$ cat config.mk
export PLATFORM = sky130hd
export DESIGN_NAME = mbt_front
export DESIGN_NICKNAME = d
export VERILOG_FILES = /design/src/mbt_pkg.sv /design/src/mbt_fifo.sv /design/src/mbt_front.sv
export SDC_FILE = /design/constraint.sdc
export NUM_CORES = 1
export LEC_CHECK = 0
export ABC_AREA = 1
export ABC_CLOCK_PERIOD_IN_PS = 7020
export BUFFER_PORTS_ARGS = -buffer_cell sky130_fd_sc_hd__buf_2
export CAP_MARGIN = 25
export CORE_MARGIN = 3
export CORE_UTILIZATION = 56
export DETAILED_ROUTE_END_ITERATION = 6
export GPL_ROUTABILITY_DRIVEN = 0
export PLACE_DENSITY_LB_ADDON = 0.1
export SYNTH_ARGS = -nofsm -noshare
export SYNTH_HDL_FRONTEND = slang
export SYNTH_SLANG_ARGS = --single-unit
export TNS_END_PERCENT = 20
$ cat constraint.sdc
create_clock -name i_clk -period 7.02 [get_ports i_clk]
set_clock_uncertainty 0.2 [all_clocks]
set_input_delay 0 -clock i_clk [delete_from_list [all_inputs] [get_ports i_clk]]
set_output_delay 0 -clock i_clk [all_outputs]
set_load 0.01 [all_outputs]
$ cat src/mbt_pkg.sv
// Shared types, constants and fixed-point helpers of the MLP training core.
// Used by every module of the block but mbt_fifo; depends on nothing.
package mbt_pkg;

    localparam int DW        = 32;
    localparam int NEUR_W    = 4;
    localparam int LAYER_W   = 2;
    localparam int CNT_W     = 5;
    localparam int MAX_NEUR  = 16;
    localparam int MAX_LAYER = 4;

    localparam logic signed [DW-1:0] MAXV  = 32'sh7FFF_FFFF;
    localparam logic signed [DW-1:0] MINV  = 32'sh8000_0000;
    localparam logic signed [DW-1:0] ONEV  = 32'sd65536;
    localparam logic signed [DW-1:0] LEAKV = 32'sd655;

    localparam logic [1:0] OP_WEIGHT = 2'd0;
    localparam logic [1:0] OP_BIAS   = 2'd1;
    localparam logic [1:0] OP_INPUT  = 2'd2;
    localparam logic [1:0] OP_TARGET = 2'd3;

    typedef struct packed {
        logic [1:0]           op;
        logic                 step;
        logic [LAYER_W-1:0]   layer;
        logic [NEUR_W-1:0]    neuron;
        logic [NEUR_W-1:0]    windex;
        logic signed [DW-1:0] data;
    } t_cmd;

    typedef struct packed {
        logic [15:0]                learning_rate;
        logic [CNT_W-1:0]           input_count;
        logic [2:0]                 layer_count;
        logic [3:0][CNT_W-1:0]      layer_size;
    } t_cfg;

    typedef struct packed {
        logic [NEUR_W-1:0]    neuron;
        logic signed [DW-1:0] value;
        logic                 last;
        logic                 sat;
    } t_res;

    typedef struct packed {
        logic                 sat;
        logic signed [DW-1:0] val;
    } t_sres;

    function automatic t_sres sat33(input logic signed [DW:0] s);
        t_sres r;
        if (s[DW] != s[DW-1]) begin
            r.sat = 1'b1;
            r.val = s[DW] ? MINV : MAXV;
        end else begin
            r.sat = 1'b0;
            r.val = s[DW-1:0];
        end
        return r;
    endfunction

    function automatic t_sres sadd(input logic signed [DW-1:0] a,
                                   input logic signed [DW-1:0] b);
        return sat33({a[DW-1], a} + {b[DW-1], b});
    endfunction

    function automatic t_sres ssub(input logic signed [DW-1:0] a,
                                   input logic signed [DW-1:0] b);
        return sat33({a[DW-1], a} - {b[DW-1], b});
    endfunction

    function automatic logic signed [DW-1:0] deriv(input logic signed [DW-1:0] a);
        return (a > 0) ? ONEV : LEAKV;
    endfunction

    function automatic logic [CNT_W-1:0] clamp_size(input logic [CNT_W-1:0] v);
        logic [CNT_W-1:0] r;
        if (v == '0) r = CNT_W'(1);
        else if (v > CNT_W'(MAX_NEUR)) r = CNT_W'(MAX_NEUR);
        else r = v;
        return r;
    endfunction

    function automatic logic [LAYER_W-1:0] last_layer(input logic [2:0] v);
        logic [2:0] r;
        if (v == 3'd0) r = 3'd1;
        else if (v > 3'(MAX_LAYER)) r = 3'(MAX_LAYER);
        else r = v;
        return LAYER_W'(r - 3'd1);
    endfunction

endpackage

$ cat src/mbt_fifo.sv
// Small first-in first-out queue of flat words.
// Used for the command queue and the result queue; depends on nothing.
module mbt_fifo #(
    parameter int WIDTH = 8,
    parameter int DEPTH = 2
) (
    input  logic             i_clk,
    input  logic             i_rst_n,
    input  logic             i_push,
    input  logic [WIDTH-1:0] i_data,
    output logic             o_full,
    input  logic             i_pop,
    output logic [WIDTH-1:0] o_data,
    output logic             o_empty
);
    localparam int AW = $clog2(DEPTH);
    localparam int CW = $clog2(DEPTH + 1);

    logic [WIDTH-1:0] r_mem [DEPTH];
    logic [AW-1:0]    r_wp, r_rp;
    logic [CW-1:0]    r_cnt;
    logic             do_push, do_pop;

    assign o_full  = (r_cnt == CW'(DEPTH));
    assign o_empty = (r_cnt == '0);
    assign o_data  = r_mem[r_rp];
    assign do_push = i_push && !o_full;
    assign do_pop  = i_pop && !o_empty;

    always_ff @(posedge i_clk) begin
        if (do_push) begin
            r_mem[r_wp] <= i_data;
        end
        if (!i_rst_n) begin
            r_wp  <= '0;
            r_rp  <= '0;
            r_cnt <= '0;
        end else begin
            if (do_push) begin
                r_wp <= (r_wp == AW'(DEPTH - 1)) ? '0 : r_wp + AW'(1);
            end
            if (do_pop) begin
                r_rp <= (r_rp == AW'(DEPTH - 1)) ? '0 : r_rp + AW'(1);
            end
            if (do_push && !do_pop) begin
                r_cnt <= r_cnt + CW'(1);
            end else if (do_pop && !do_push) begin
                r_cnt <= r_cnt - CW'(1);
            end
        end
    end

endmodule

$ cat src/mbt_front.sv
// Front part: classifies incoming items into commands and queues them.
// Depends on mbt_pkg and mbt_fifo.
module mbt_front
    import mbt_pkg::*;
#(
    parameter int DEPTH = 2
) (
    input  logic                 i_clk,
    input  logic                 i_rst_n,
    input  logic                 i_push,
    output logic                 o_full,
    input  logic [1:0]           i_opcode,
    input  logic [LAYER_W-1:0]   i_layer_select,
    input  logic [NEUR_W-1:0]    i_neuron_select,
    input  logic [NEUR_W-1:0]    i_weight_select,
    input  logic signed [DW-1:0] i_data_value,
    input  logic                 i_is_last,
    output t_cmd                 o_cmd,
    output logic                 o_cmd_valid,
    input  logic                 i_cmd_pop
);
    t_cmd cmd;
    logic q_empty;

    // Only the last target starts a training step.
    always_comb begin
        cmd.op     = i_opcode;
        cmd.step   = (i_opcode == OP_TARGET) && i_is_last;
        cmd.layer  = i_layer_select;
        cmd.neuron = i_neuron_select;
        cmd.windex = i_weight_select;
        cmd.data   = i_data_value;
    end

    mbt_fifo #(.WIDTH($bits(t_cmd)), .DEPTH(DEPTH)) u_q (
        .i_clk  (i_clk),
        .i_rst_n(i_rst_n),
        .i_push (i_push),
        .i_data (cmd),
        .o_full (o_full),
        .i_pop  (i_cmd_pop),
        .o_data (o_cmd),
        .o_empty(q_empty)
    );

    assign o_cmd_valid = !q_empty;

endmodule

==> results.json <==
{
  "grt_pass1_vias": 2098,
  "syn_area_mm2": 0.003702,
  "die_w_um": 87.31,
  "final_nets": 380,
  "postPlaceCellArea_mm2": 0.004219,
  "first_iter_violations": 77,
  "avgViaCountPerCell": 4.937,
  "crit_type": "flop to output port",
  "placed_cells": 346,
  "cp.arrival_ps": 1980,
  "power_density_mw_per_mm2": 314.8,
  "cts_root_buffer": "clkbuf_8",
  "synth_top_cell_by_area": "edfxtp_1",
  "clk_pin_slew_ps": 80,
  "setup_tns_ps": 0,
  "portBuffers": 95,
  "endpoint_kind": "output port",
  "diodes": 0,
  "worstPathMaxFanout": 38,
  "numClockSinks": 95,
  "outcome": "complete, no violations",
  "vdd_drop_max_uv": 232.5,
  "hold_viol": 0,
  "syn2layout_area_growth_pct": 32.68,
  "htree_levels": 3,
  "die_h_um": 87.31,
  "dp_slack_ps": 5086,
  "worstPathRequired_ps": 6820,
  "total_power_mw": 1.546,
  "synth.net_count": 228,
  "met3_length_um": 412,
  "syn_inst": 178,
  "fin_area_mm2": 0.004912,
  "cts_tree": "done",
  "num_rows": 28,
  "finalCritPeriodShare": 0.3109,
  "ys_ff_latch": 95,
  "finalSetupViolCount": 0,
  "ys_seq_area_frac": 0.7570,
  "grt_max_degree": 39,
  "slew_violations": 0,
  "drv_cap": 0,
  "setup_slack_ps": 4837,
  "grtUsageTotal": 0.1826,
  "grt_pass1_wl_um": 10160,
  "hold_path.class": "input pin to flop",
  "mostFrequentLayoutCells": "95 x buf_2, 90 x edfxtp_1, 48 x dlygate4sd3_1, 40 x mux2_4, 9 x clkbuf_8",
  "yosys.cell_types.count": 17,
  "power_leakage_nw": 1.979,
  "drt_pass1_iterations": 4,
  "rsz0062_at_grt": "false",
  "finish.utilization": 0.7967,
  "cts.path.max_buffers": 2,
  "die_area_mm2": 0.007623,
  "ys_top_cells_by_area": "edfxtp_1 73%, mux2_4 16%, dfxtp_1 2.7%",
  "start_util": 0.6004,
  "max_freq_mhz": 458.2,
  "wl_um": 6661,
  "fp.coreArea_mm2": 0.006166,
  "ant_nets": 0,
  "layoutNonFillerInstCount": 410,
  "clk_latency_ps": 340,
  "met2_length_um": 3562,
  "start_kind": "flop",
  "synth_top_area_share": 0.7300,
  "route.detailed.drc": 0,
  "period_minus_slack_ps": 2183,
  "wire_per_inst_um": 16.25,
  "mostFrequentLayoutCell": "buf_2",
  "io_pins": 96,
  "met1Wirelength_um": 2576,
  "yosys_warnings": 0,
  "holdWs_ps": 172.2,
  "vias": 2024,
  "highest-signal-layer": "met4",
  "syn_area_per_cell_um2": 20.80,
  "overflow": 0,
  "antenna_found_initial": 0,
  "worst_pin_slew_ps": 689.7,
  "slew_headroom": 0.5402,
  "drive_gt1_frac": 0.4806,
  "numCtsBuffers": 9
}
[per-layer routing]
| layer | vias to the layer above | GRT usage |
|---|---|---|
| met1 | 968 | 0.1991 |
| met5 | - | 0 |
| met2 | 68 | 0.3308 |
| met3 | 10 | 0.05487 |
| li1 | 978 | - |
| met4 | 0 | 0.06974 |
[final cells by class]
class                      instances  area (µm²)
sequential                        95        2804
inverter                           8       30.03
clock inverter                     6       85.08
multi-input combinational         70       793.3
tap                               75       93.84
fill                             348        1254
timing repair buffer             146       978.4
clock buffer                      10       127.6
[timing repair]
action,4_1_cts,5_1_grt
resized for setup,0,0
hold buffers,48,0
hold endpoints to repair,115,0
buffers inserted,0,0
[registers in the layout, indices dropped and copies added (netlist names), named ones only]
name,count
u_q.r_rp,1
u_q.r_wp,1
u_q.r_mem,90
u_q.r_cnt,2
[where the power goes]
part           leakage, nW  total (mW)  switching, mW  internal [mW]
registers            0.882       0.747         0.0304          0.716
clock network        0.104       0.374          0.175          0.200
logic                0.994       0.425          0.210          0.215
[cells by family (layout without fill, tap and decap cells)]
logic type | Yosys count | count (layout) | synth area share
AND/OR/NAND/NOR | 19 | 19 | 0.02095
flip-flops | 95 | 95 | 0.7570
buffers and inverters | 13 | 170 | 0.03278
AO/OA/AOI/OAI | 5 | 5 | 0.008449
adder cells (fa/ha/maj) | 1 | 1 | 0.003379
multiplexers | 45 | 45 | 0.1774
[critical path, cell delays in order (launching register included)]
cell	delay (ps)
dfxtp_2	470
buf_4	590
mux2_2	420
buf_2	140
[cell usage after synthesis]
library cell  number
o21a_1             1
nor2_1             9
nand4_1            1
nand3_1            1
a21oi_1            1
buf_6              1
edfxtp_1          90
mux2_4            40
nand2_1            7
and3_1             1
inv_1              8
o21ai_0            2
mux2_2             5
ha_1               1
buf_12             4
dfxtp_1            5
o21ai_2            1
[final timing paths]
check,start,to,slack [ps],depth (start not counted)
hold reg to reg,u_q.r_rp$_SDFFE_PN0P_,u_q.r_rp$_SDFFE_PN0P_,310,2
setup / recovery,flop,o_cmd[25],4840,3
setup reg to reg,u_q.r_cnt[1]$_SDFFE_PN0P_,u_q.r_mem[1][18]$_DFFE_PP_,5080,4
hold / removal,i_data_value[28],u_q.r_mem[1][28]$_DFFE_PP_,170,2
Power figures use the tool's default switching activity.
