`src/mbt_fifo.sv`:
```
// Small first-in first-out queue of flat words.
// Used for the command queue and the result queue; depends on nothing.
module mbt_fifo #(
    parameter int WIDTH = 8,
    parameter int DEPTH = 2
) (
    input  logic             i_clk,
    input  logic             i_rst_n,
    input  logic             i_push,
    input  logic [WIDTH-1:0] i_data,
    output logic             o_full,
    input  logic             i_pop,
    output logic [WIDTH-1:0] o_data,
    output logic             o_empty
);
    localparam int AW = $clog2(DEPTH);
    localparam int CW = $clog2(DEPTH + 1);

    logic [WIDTH-1:0] r_mem [DEPTH];
    logic [AW-1:0]    r_wp, r_rp;
    logic [CW-1:0]    r_cnt;
    logic             do_push, do_pop;

    assign o_full  = (r_cnt == CW'(DEPTH));
    assign o_empty = (r_cnt == '0);
    assign o_data  = r_mem[r_rp];
    assign do_push = i_push && !o_full;
    assign do_pop  = i_pop && !o_empty;

    always_ff @(posedge i_clk) begin
        if (do_push) begin
            r_mem[r_wp] <= i_data;
        end
        if (!i_rst_n) begin
            r_wp  <= '0;
            r_rp  <= '0;
            r_cnt <= '0;
        end else begin
            if (do_push) begin
                r_wp <= (r_wp == AW'(DEPTH - 1)) ? '0 : r_wp + AW'(1);
            end
            if (do_pop) begin
                r_rp <= (r_rp == AW'(DEPTH - 1)) ? '0 : r_rp + AW'(1);
            end
            if (do_push && !do_pop) begin
                r_cnt <= r_cnt + CW'(1);
            end else if (do_pop && !do_push) begin
                r_cnt <= r_cnt - CW'(1);
            end
        end
    end

endmodule

```
`config.mk`:
```
export PLATFORM = sky130hd
export DESIGN_NAME = mbt_fifo
export DESIGN_NICKNAME = d
export VERILOG_FILES = /design/src/mbt_fifo.sv
export SDC_FILE = /design/constraint.sdc
export NUM_CORES = 1
export LEC_CHECK = 0
export BUFFER_PORTS_ARGS = -buffer_cell sky130_fd_sc_hd__buf_2
export CAP_MARGIN = 15
export CORE_UTILIZATION = 40
export CTS_BUF_LIST = sky130_fd_sc_hd__clkbuf_4
export DETAILED_ROUTE_END_ITERATION = 6
export GPL_ROUTABILITY_DRIVEN = 1
export PLACE_DENSITY = 0.65
export SYNTH_ARGS = -nofsm -noshare
export SYNTH_HDL_FRONTEND = slang
export SYNTH_SLANG_ARGS = --single-unit
export TNS_END_PERCENT = 10
```
`constraint.sdc`:
```
create_clock -name i_clk -period 2.9 [get_ports i_clk]
set_input_delay 0.58 -clock i_clk [delete_from_list [all_inputs] [get_ports i_clk]]
set_output_delay 0.58 -clock i_clk [all_outputs]
set_load 0.02 [all_outputs]
```
==> results.toml, run 1 <==
[status]
status = "finished, final reports clean"

[logic_synthesis]
yosysWarnings = 0
avgSynthCellArea_um2 = 16.2
synth_seq_cells = 21
synth_edf_count = 16
synthesis.nets = 63
yosysTopAreaCellShare = 0.594
synth_area_leaders = "edfxtp_1 (59%), dfxtp_1 (12%), mux2_2 (11%), and2_1 (2.3%), xnor2_1 (2.2%)"
yosysSeqAreaShare = 0.717
synth_top_flop_cell = "edfxtp_1"
yosysTopAreaCell = "edfxtp_1"
async_flop_share = 0
synth_cell_types = 20
yosys.cell_count.top_type = "edfxtp_1"
syn_inst = 50
synthTopCellsByCount = "edfxtp_1 (16), mux2_2 (8), dfxtp_1 (5), and2_1 (3)"
syn_area_um2 = 810

[clock_network]
tritoncts = "built"
htreeDepth = 1
post_cts_buffers = 0
hold_buffers = 0
cts_root_buffer = "clkbuf_4"
path_clk_slew_ns = 0.11
clk_path_buf_depth = 2
cts_made_buffers = 3
ctsResizeCount = 0
cts_sinks = 21
clkLatencyLatePin_ns = 0.29

[route]
routed_via_density = 4.59
routed_wl_mm = 1.04
vias = 454
wire_per_inst_um = 10.5
dr.pass1.iters = 3
drc = 0
postRouteAntennaNets = 0
initialDrtViolationCount = 7

[worst_setup_path]
reg2reg_to = "r_cnt[1]"
worstSetupStartpointType = "register"
r2r_start = "r_cnt[0]"
worstRegToRegCells = 6
critPathMaxFanout = 8
required_ns = 2.32
crit_type = "reg2out"
endpoint_kind = "output pin"
ff2ff_setup_slack_ns = 1.34
crit_arrival_ns = 1.40

[sta]
report.final.slew_viol_count = 0
hold_viol = 0
relSlewSlack = 0.525
setup_viol = 0
min_period_ns = 1.98
fin_crit_sh = 0.684
finalClockSkew_ns = 0.00141
tightest_slew_ns = 0.709
fmax_ghz = 0.504
rsz0062_at_grt = "false"
fin_tns_setup_ns = 0

[min_path]
min_from = "i_data[3]"
min_to = "r_mem[0][3]"
worstHoldPathCells = 1
worst_hold_path_type = "in2reg"

[power]
p_per_area_nw_per_um2 = 869
p_leak_nw = 0.382
power.total_uw = 841
vdd_drop_max_mv = 0.434

[grt]
grt_pass1_vias = 333
antenna_found_initial = 0
grtUsageTotal = 0.102
grt_max_degree = 13
grt_pass1_wl_mm = 1.45
grt_overflow_total = 0

[cells_and_area]
layout-drive-gt1-share = 0.473
multi_input_area_um2 = 216
areaGrowthSynthToFinish_pct = 19.6
fillerInstances = 175
final_nets = 88
diodes = 0
seq_area_um2 = 581
fin_area_um2 = 968
finish.utilization = 0.538

[die]
core-area_um2 = 1800
initial_core_util = 0.449
rows = 15
fp.dieArea_um2 = 2210
die_h_um = 47.0
io_pins = 22
dieWidth_um = 47.0

[placement]
dpl-instance-area_um2 = 941
gp_congestion = 0.683
numPortBuffers = 21
dpl.hpwl_um = 751

[flow_run]
cap_violations = 0
-- stage by stage --
stage,hold slack [ns],setup WS (ns),instances
6_report,0.467,0.918,99
3_5_place_dp,0.516,1.17,95
3_3_place_gp,0.507,1.20,95
5_1_grt,0.447,0.845,99
4_1_cts,0.456,0.892,99
2_1_floorplan,0.483,1.39,50
-- state kept, by name, summed over array words and instances (netlist names), named ones only --
signal,count
r_cnt,2
r_mem,16
r_rp,1
r_wp,1
-- report_power, final --
part,switching (mW),internal (mW),leakage (nW)
registers,0.0384,0.384,0.191
clock network,0.0808,0.0513,0.0177
logic,0.156,0.131,0.173
total,0.275,0.566,0.382
-- worst max-delay path, stage by stage (launching register included) --
cell and delay, ns:
dfxtp_1 0.56, mux2_2 0.39, buf_2 0.16
-- worst max-delay path by stage --
stage	startpoint	to	slack (ns)	cells past startpoint
2_1_floorplan	i_push	r_cnt[1]	1.39	5
3_3_place_gp	i_push	r_mem[0][3]	1.20	3
3_5_place_dp	i_push	r_mem[0][7]	1.17	3
4_1_cts	register	o_data[6]	0.89	2
5_1_grt	register	o_data[6]	0.85	2
6_report	register	o_data[5]	0.92	2
-- cell type report --
class                           instances  area share
Timing Repair Buffer                   21       0.109
Inverter                                2     0.00775
Multi-Input combinational cell         26       0.224
Tap cell                               25      0.0323
Sequential cell                        21       0.599
Clock buffer                            3      0.0233
Clock inverter                          1     0.00517
-- routing by layer --
layer  vias up  track usage  part of all wire
met5         -            0                 0
met4         0       0.0686             0.018
met3         2       0.0269             0.052
met2        14        0.144              0.48
met1       210        0.137              0.44
li1        228            -                 -
-- kinds of logic after synthesis --
logic type | synth area share
and+or+nand+nor | 0.0680
adders and majority gates | 0.0155
AOI/OAI and AO/OA | 0.0402
buffers and inverters | 0.0154
DFF | 0.717
muxes | 0.111
xor gates and xnor gates | 0.0325
-- cells in the final DEF (no fill, tap or decap), types with 2 or more instances in the layout --
| cell | count |
|---|---|
| edfxtp_1 | 16 |
| mux2_2 | 8 |
| nor2_1 | 2 |
| buf_2 | 21 |
| and2_1 | 3 |
| dfxtp_1 | 5 |
| clkbuf_4 | 3 |
| xnor2_1 | 2 |
Note: power is estimated with default switching activity, not from simulation.
==> run 2: changes to the inputs <==
--- a/config.mk
+++ b/config.mk
@@ -11,7 +11,7 @@
 export CTS_BUF_LIST = sky130_fd_sc_hd__clkbuf_4
 export DETAILED_ROUTE_END_ITERATION = 6
 export GPL_ROUTABILITY_DRIVEN = 1
-export PLACE_DENSITY = 0.65
+export PLACE_DENSITY = 0.67
 export SYNTH_ARGS = -nofsm -noshare
 export SYNTH_HDL_FRONTEND = slang
 export SYNTH_SLANG_ARGS = --single-unit
==> constraint.sdc (replaced) <==
create_clock -name i_clk -period 1.6 [get_ports i_clk]
set_input_delay 0.32 -clock i_clk [delete_from_list [all_inputs] [get_ports i_clk]]
set_output_delay 0.32 -clock i_clk [all_outputs]
set_load 0.02 [all_outputs]
==> run 2 against run 1 <==
Against the previous run:
- clock-buffer cell count stayed put
- combinational power is 85% higher
- final cell count is 1.0% higher
- core utilization is 0.83 points higher
- first-iteration DRC count is 57% lower
==> results.toml, run 2 (same netlist as run 1, synthesis figures left out) <==
[clock_network]
clkLatencyLatePin_ns = 0.29
path_clk_slew_ns = 0.11
cts_root_buffer = "clkbuf_4"
cts_made_buffers = 3
tritoncts = "built"
cts_sinks = 21
hold_buffers = 0
htreeDepth = 1
clk_path_buf_depth = 2

[worst_setup_path]
critPathMaxFanout = 5
required_ns = 1.82
slowest_stage = "dfxtp_4"
crit_arrival_ns = 1.76
crit_type = "reg2reg"
endpoint_kind = "register"
worstSetupStartpointType = "register"
path_cells = "nand2b_1 > inv_2 > nor2_1 > ha_1 > or3_1 > a21boi_1"
slowest_delay_ns = 0.37

[grt]
use_met2 = 0.194
grtUsageMet1 = 0.109
grt-busiest-layer = "met2"
grt_overflow_total = 0
grt_pass1_wl_mm = 1.61
antenna_found_initial = 0
grtUsageTotal = 0.111
grt_max_degree = 13
grtUsageMet3 = 0.0462
grt_pass1_vias = 424

[cells_and_area]
layout_common_cells = "buf_2 (21), edfxtp_1 (16), mux2_2 (8)"
final_common_cell = "buf_2"
final_nets = 89
layout-drive-gt1-share = 0.507
fin_cells = 100
largest_register_ffs = 16
largest_register = "r_mem"
fin_area_um2 = 983
areaGrowthSynthToFinish_pct = 21.5
top_regs = "r_mem (16), r_cnt (2)"
diodes = 0

[sta]
finalClockSkew_ns = 0.0102
report.final.slew_viol_count = 0
hold_viol = 0
setup_viol = 0
tightest_slew_ns = 0.377
fin_crit_sh = 0.964
rsz0062_at_grt = "true"
fmax_ghz = 0.649
min_period_ns = 1.54
relSlewSlack = 0.749

[route]
wire_per_inst_um = 11.4
routed_via_density = 4.64
postRouteAntennaNets = 0
routed_wl_mm = 1.14
dr.pass1.iters = 3
drc = 0
vias = 464
initialDrtViolationCount = 3

[placement]
place_inst = 96
dpl.hpwl_um = 838
gp_congestion = 0.692
dpl-instance-area_um2 = 948
numPortBuffers = 21

[flow_run]
cap_violations = 0

[die]
io_pins = 22
dieWidth_um = 47.0
core-area_um2 = 1800
initial_core_util = 0.449
rows = 15
die_h_um = 47.0
fp.dieArea_um2 = 2210

[power]
p_per_area_nw_per_um2 = 1580
p_leak_nw = 0.388
vdd_drop_max_mv = 0.885

[min_path]
worst_hold_path_type = "in2reg"

[status]
status = "finished, final reports clean"
-- run 2: path summary, 6_finish.rpt --
check | from | depth (start not counted) | endpoint | slack [ns]
setup / recovery | r_cnt[0] | 6 | r_cnt[1] | 0.06
hold / removal | i_data[6] | 1 | r_mem[0][6] | 0.21
hold reg to reg | r_cnt[1] | 2 | r_cnt[1] | 0.53
setup reg to reg | r_cnt[0] | 6 | r_cnt[1] | 0.06
-- run 2: layout make-up --
type	instances	area (um^2)
Sequential cell	21	588
Clock inverter	1	5.00
Multi-Input combinational cell	26	216
Tap cell	25	31.3
Inverter	2	7.51
Timing Repair Buffer	22	113
Clock buffer	3	22.5
Fill cell	163	818
-- run 2: where the power goes --
| part | internal, mW | total (mW) | switching, mW |
|---|---|---|---|
| combinational | 0.246 | 0.532 | 0.286 |
| sequential | 0.707 | 0.780 | 0.0724 |
| clock | 0.0928 | 0.238 | 0.145 |
-- run 2: per-layer routing --
layer,wire (um),part of all wire,vias to the layer above
met4,10,0.0088,0
met1,495,0.43,215
li1,-,-,233
met3,75,0.066,2
met2,558,0.49,14
met5,0,0,-
-- run 2: metrics by stage --
stage / hold slack [ns] / setup TNS [ns] / power (mW) / util / setup slack (ns)
after global routing: 0.195 / -0.0135 / 1.64 / 0.546 / -0.0135
after CTS: 0.202 / 0 / 1.56 / 0.542 / 0.00299
after detailed placement: 0.513 / 0 / 1.31 / 0.526 / 0.0316
after floorplan: 0.419 / 0 / 1.16 / - / 0.0862
after global placement: 0.509 / 0 / 1.30 / 0.526 / 0.115
final: 0.206 / 0 / 1.55 / 0.546 / 0.0581
-- run 2: timing repair --
item	4_1_cts	5_1_grt
setup endpoints to repair	8	9
endpoints found under the hold margin	0	0
buffers inserted	0	0
resized for setup	1	3
-- run 2: worst max-delay path, delay by kind of cell, from the launching register on --
family,cells,cell delay (ns)
flip-flops,1,0.37
adder cells (fa/ha/maj),1,0.31
AND/OR/NAND/NOR,3,0.56
AO/OA/AOI/OAI,1,0.15
buffers and inverters,1,0.08
==> run 3: changes to the inputs <==
--- a/config.mk
+++ b/config.mk
@@ -11,6 +11,7 @@
 export CTS_BUF_LIST = sky130_fd_sc_hd__clkbuf_4
 export DETAILED_ROUTE_END_ITERATION = 6
 export GPL_ROUTABILITY_DRIVEN = 1
+export MAX_ROUTING_LAYER = met4
 export PLACE_DENSITY = 0.67
 export SYNTH_ARGS = -nofsm -noshare
 export SYNTH_HDL_FRONTEND = slang
==> run 3 against run 2 <==
Against the previous run:
- routed wire length increased by 0.35%
- first-iteration DRC count is the same
- register-to-register slack barely moved
- final area is the same
- worst hold slack about the same
- critical path depth did not move
- sequential cell count did not move
==> results.toml, run 3 (same netlist as run 1, synthesis figures left out) <==
[clock_network]
path_clk_slew_ns = 0.11
htreeDepth = 1
tritoncts = "built"
cts_sinks = 21
clkLatencyLatePin_ns = 0.29
clk_path_buf_depth = 2
post_cts_buffers = 0
cts_root_buffer = "clkbuf_4"
hold_buffers = 0
cts_made_buffers = 3

[sta]
hold_viol = 0
hold_slack_ns = 0.206
finalClockSkew_ns = 0.0102
fin_crit_sh = 0.964
relSlewSlack = 0.749
report.final.slew_viol_count = 0
setup_viol = 0
min_period_ns = 1.54
rsz0062_at_grt = "true"
fmax_ghz = 0.649
tightest_slew_ns = 0.377

[worst_setup_path]
crit_arrival_ns = 1.76
required_ns = 1.82
worstSetupStartpointType = "register"
reg2reg_to = "r_cnt[1]"
endpoint_kind = "register"
ff2ff_setup_slack_ns = 0.06
crit_type = "reg2reg"
r2r_start = "r_cnt[0]"
worstRegToRegCells = 6
critPathMaxFanout = 5

[cells_and_area]
layout-drive-gt1-share = 0.507
fin_cells = 100
diodes = 0
final_nets = 89
layout_common_cells = "buf_2 (21), edfxtp_1 (16), mux2_2 (8)"
final_common_cell = "buf_2"
fillerInstances = 163
top_regs = "r_mem (16), r_cnt (2)"
areaGrowthSynthToFinish_pct = 21.5
largest_register_ffs = 16
largest_register = "r_mem"
fin_area_um2 = 983

[power]
power.total_mw = 1.55
p_leak_nw = 0.388
p_per_area_nw_per_um2 = 1580
vdd_drop_max_mv = 0.885

[grt]
grt_pass1_vias = 421
antenna_found_initial = 0
grt_pass1_wl_mm = 1.62
grt_max_degree = 13
grtUsageTotal = 0.118
grt_overflow_total = 0

[die]
rows = 15
core-area_um2 = 1800
fp.dieArea_um2 = 2210
io_pins = 22
die_h_um = 47.0
initial_core_util = 0.449
dieWidth_um = 47.0

[flow_run]
cap_violations = 0

[min_path]
min_from = "i_data[6]"
worst_hold_path_type = "in2reg"
worstHoldPathCells = 1
min_to = "r_mem[0][6]"

[route]
drc = 0
vias = 464
routed_wl_mm = 1.14
wire_per_inst_um = 11.4
dr.pass1.iters = 3
initialDrtViolationCount = 3
postRouteAntennaNets = 0
routed_via_density = 4.64

[placement]
numPortBuffers = 21
dpl.hpwl_um = 838
place_inst = 96
gp_congestion = 0.700
dpl-instance-area_um2 = 948

[status]
status = "finished, final reports clean"
-- run 3: final cells by class --
cell class / instances / area (um^2) / share of cell area
Clock buffer: 3 / 22.5 / 0.0229
Clock inverter: 1 / 5.00 / 0.00509
Inverter: 2 / 7.51 / 0.00763
Multi-Input combinational cell: 26 / 216 / 0.220
Sequential cell: 21 / 588 / 0.598
Tap cell: 25 / 31.3 / 0.0318
Timing Repair Buffer: 22 / 113 / 0.115
-- run 3: report_power, final --
part           switching (mW)  internal, mW  total, mW
registers              0.0724         0.707      0.780
clock network           0.145        0.0928      0.238
logic                   0.286         0.246      0.532
-- run 3: worst max-delay path, stage by stage (launching register included) --
cell	delay, ns
dfxtp_4	0.37
nand2b_1	0.17
inv_2	0.08
nor2_1	0.04
ha_1	0.31
or3_1	0.35
a21boi_1	0.15
-- run 3: how the worst max path moves through the flow --
stage	end	startpoint	cells past startpoint	slack, ns
final	r_cnt[1]	r_cnt[0]	6	0.06
after global routing	r_cnt[1]	r_cnt[0]	6	-0.01
after CTS	o_data[2]	register	2	0.003
after detailed placement	r_cnt[1]	r_cnt[0]	6	0.03
after global placement	r_cnt[1]	r_cnt[0]	6	0.11
after floorplan	r_cnt[1]	r_cnt[0]	6	0.09
-- run 3: what timing repair did --
| action | CTS | global route |
|---|---|---|
| gates cloned | 0 | 0 |
| gates resized for setup | 1 | 3 |
| setup endpoints to repair | 8 | 9 |
| hold endpoints to repair | 0 | 0 |
-- run 3: per-stage QoR --
step / util / TNS, ns / worst slack [ns]
after floorplan: - / 0 / 0.0862
after global placement: 0.526 / 0 / 0.115
after detailed placement: 0.526 / 0 / 0.0316
after CTS: 0.542 / 0 / 0.00299
after global routing: 0.546 / -0.0135 / -0.0135
final: 0.546 / 0 / 0.0582
-- run 3: metal layers --
metal | wire (um) | up-vias | global-route usage
met5 | 0 | - | -
met4 | 12 | 0 | 0.0686
met3 | 62 | 2 | 0.0500
met2 | 557 | 14 | 0.194
met1 | 512 | 215 | 0.114
li1 | - | 233 | -
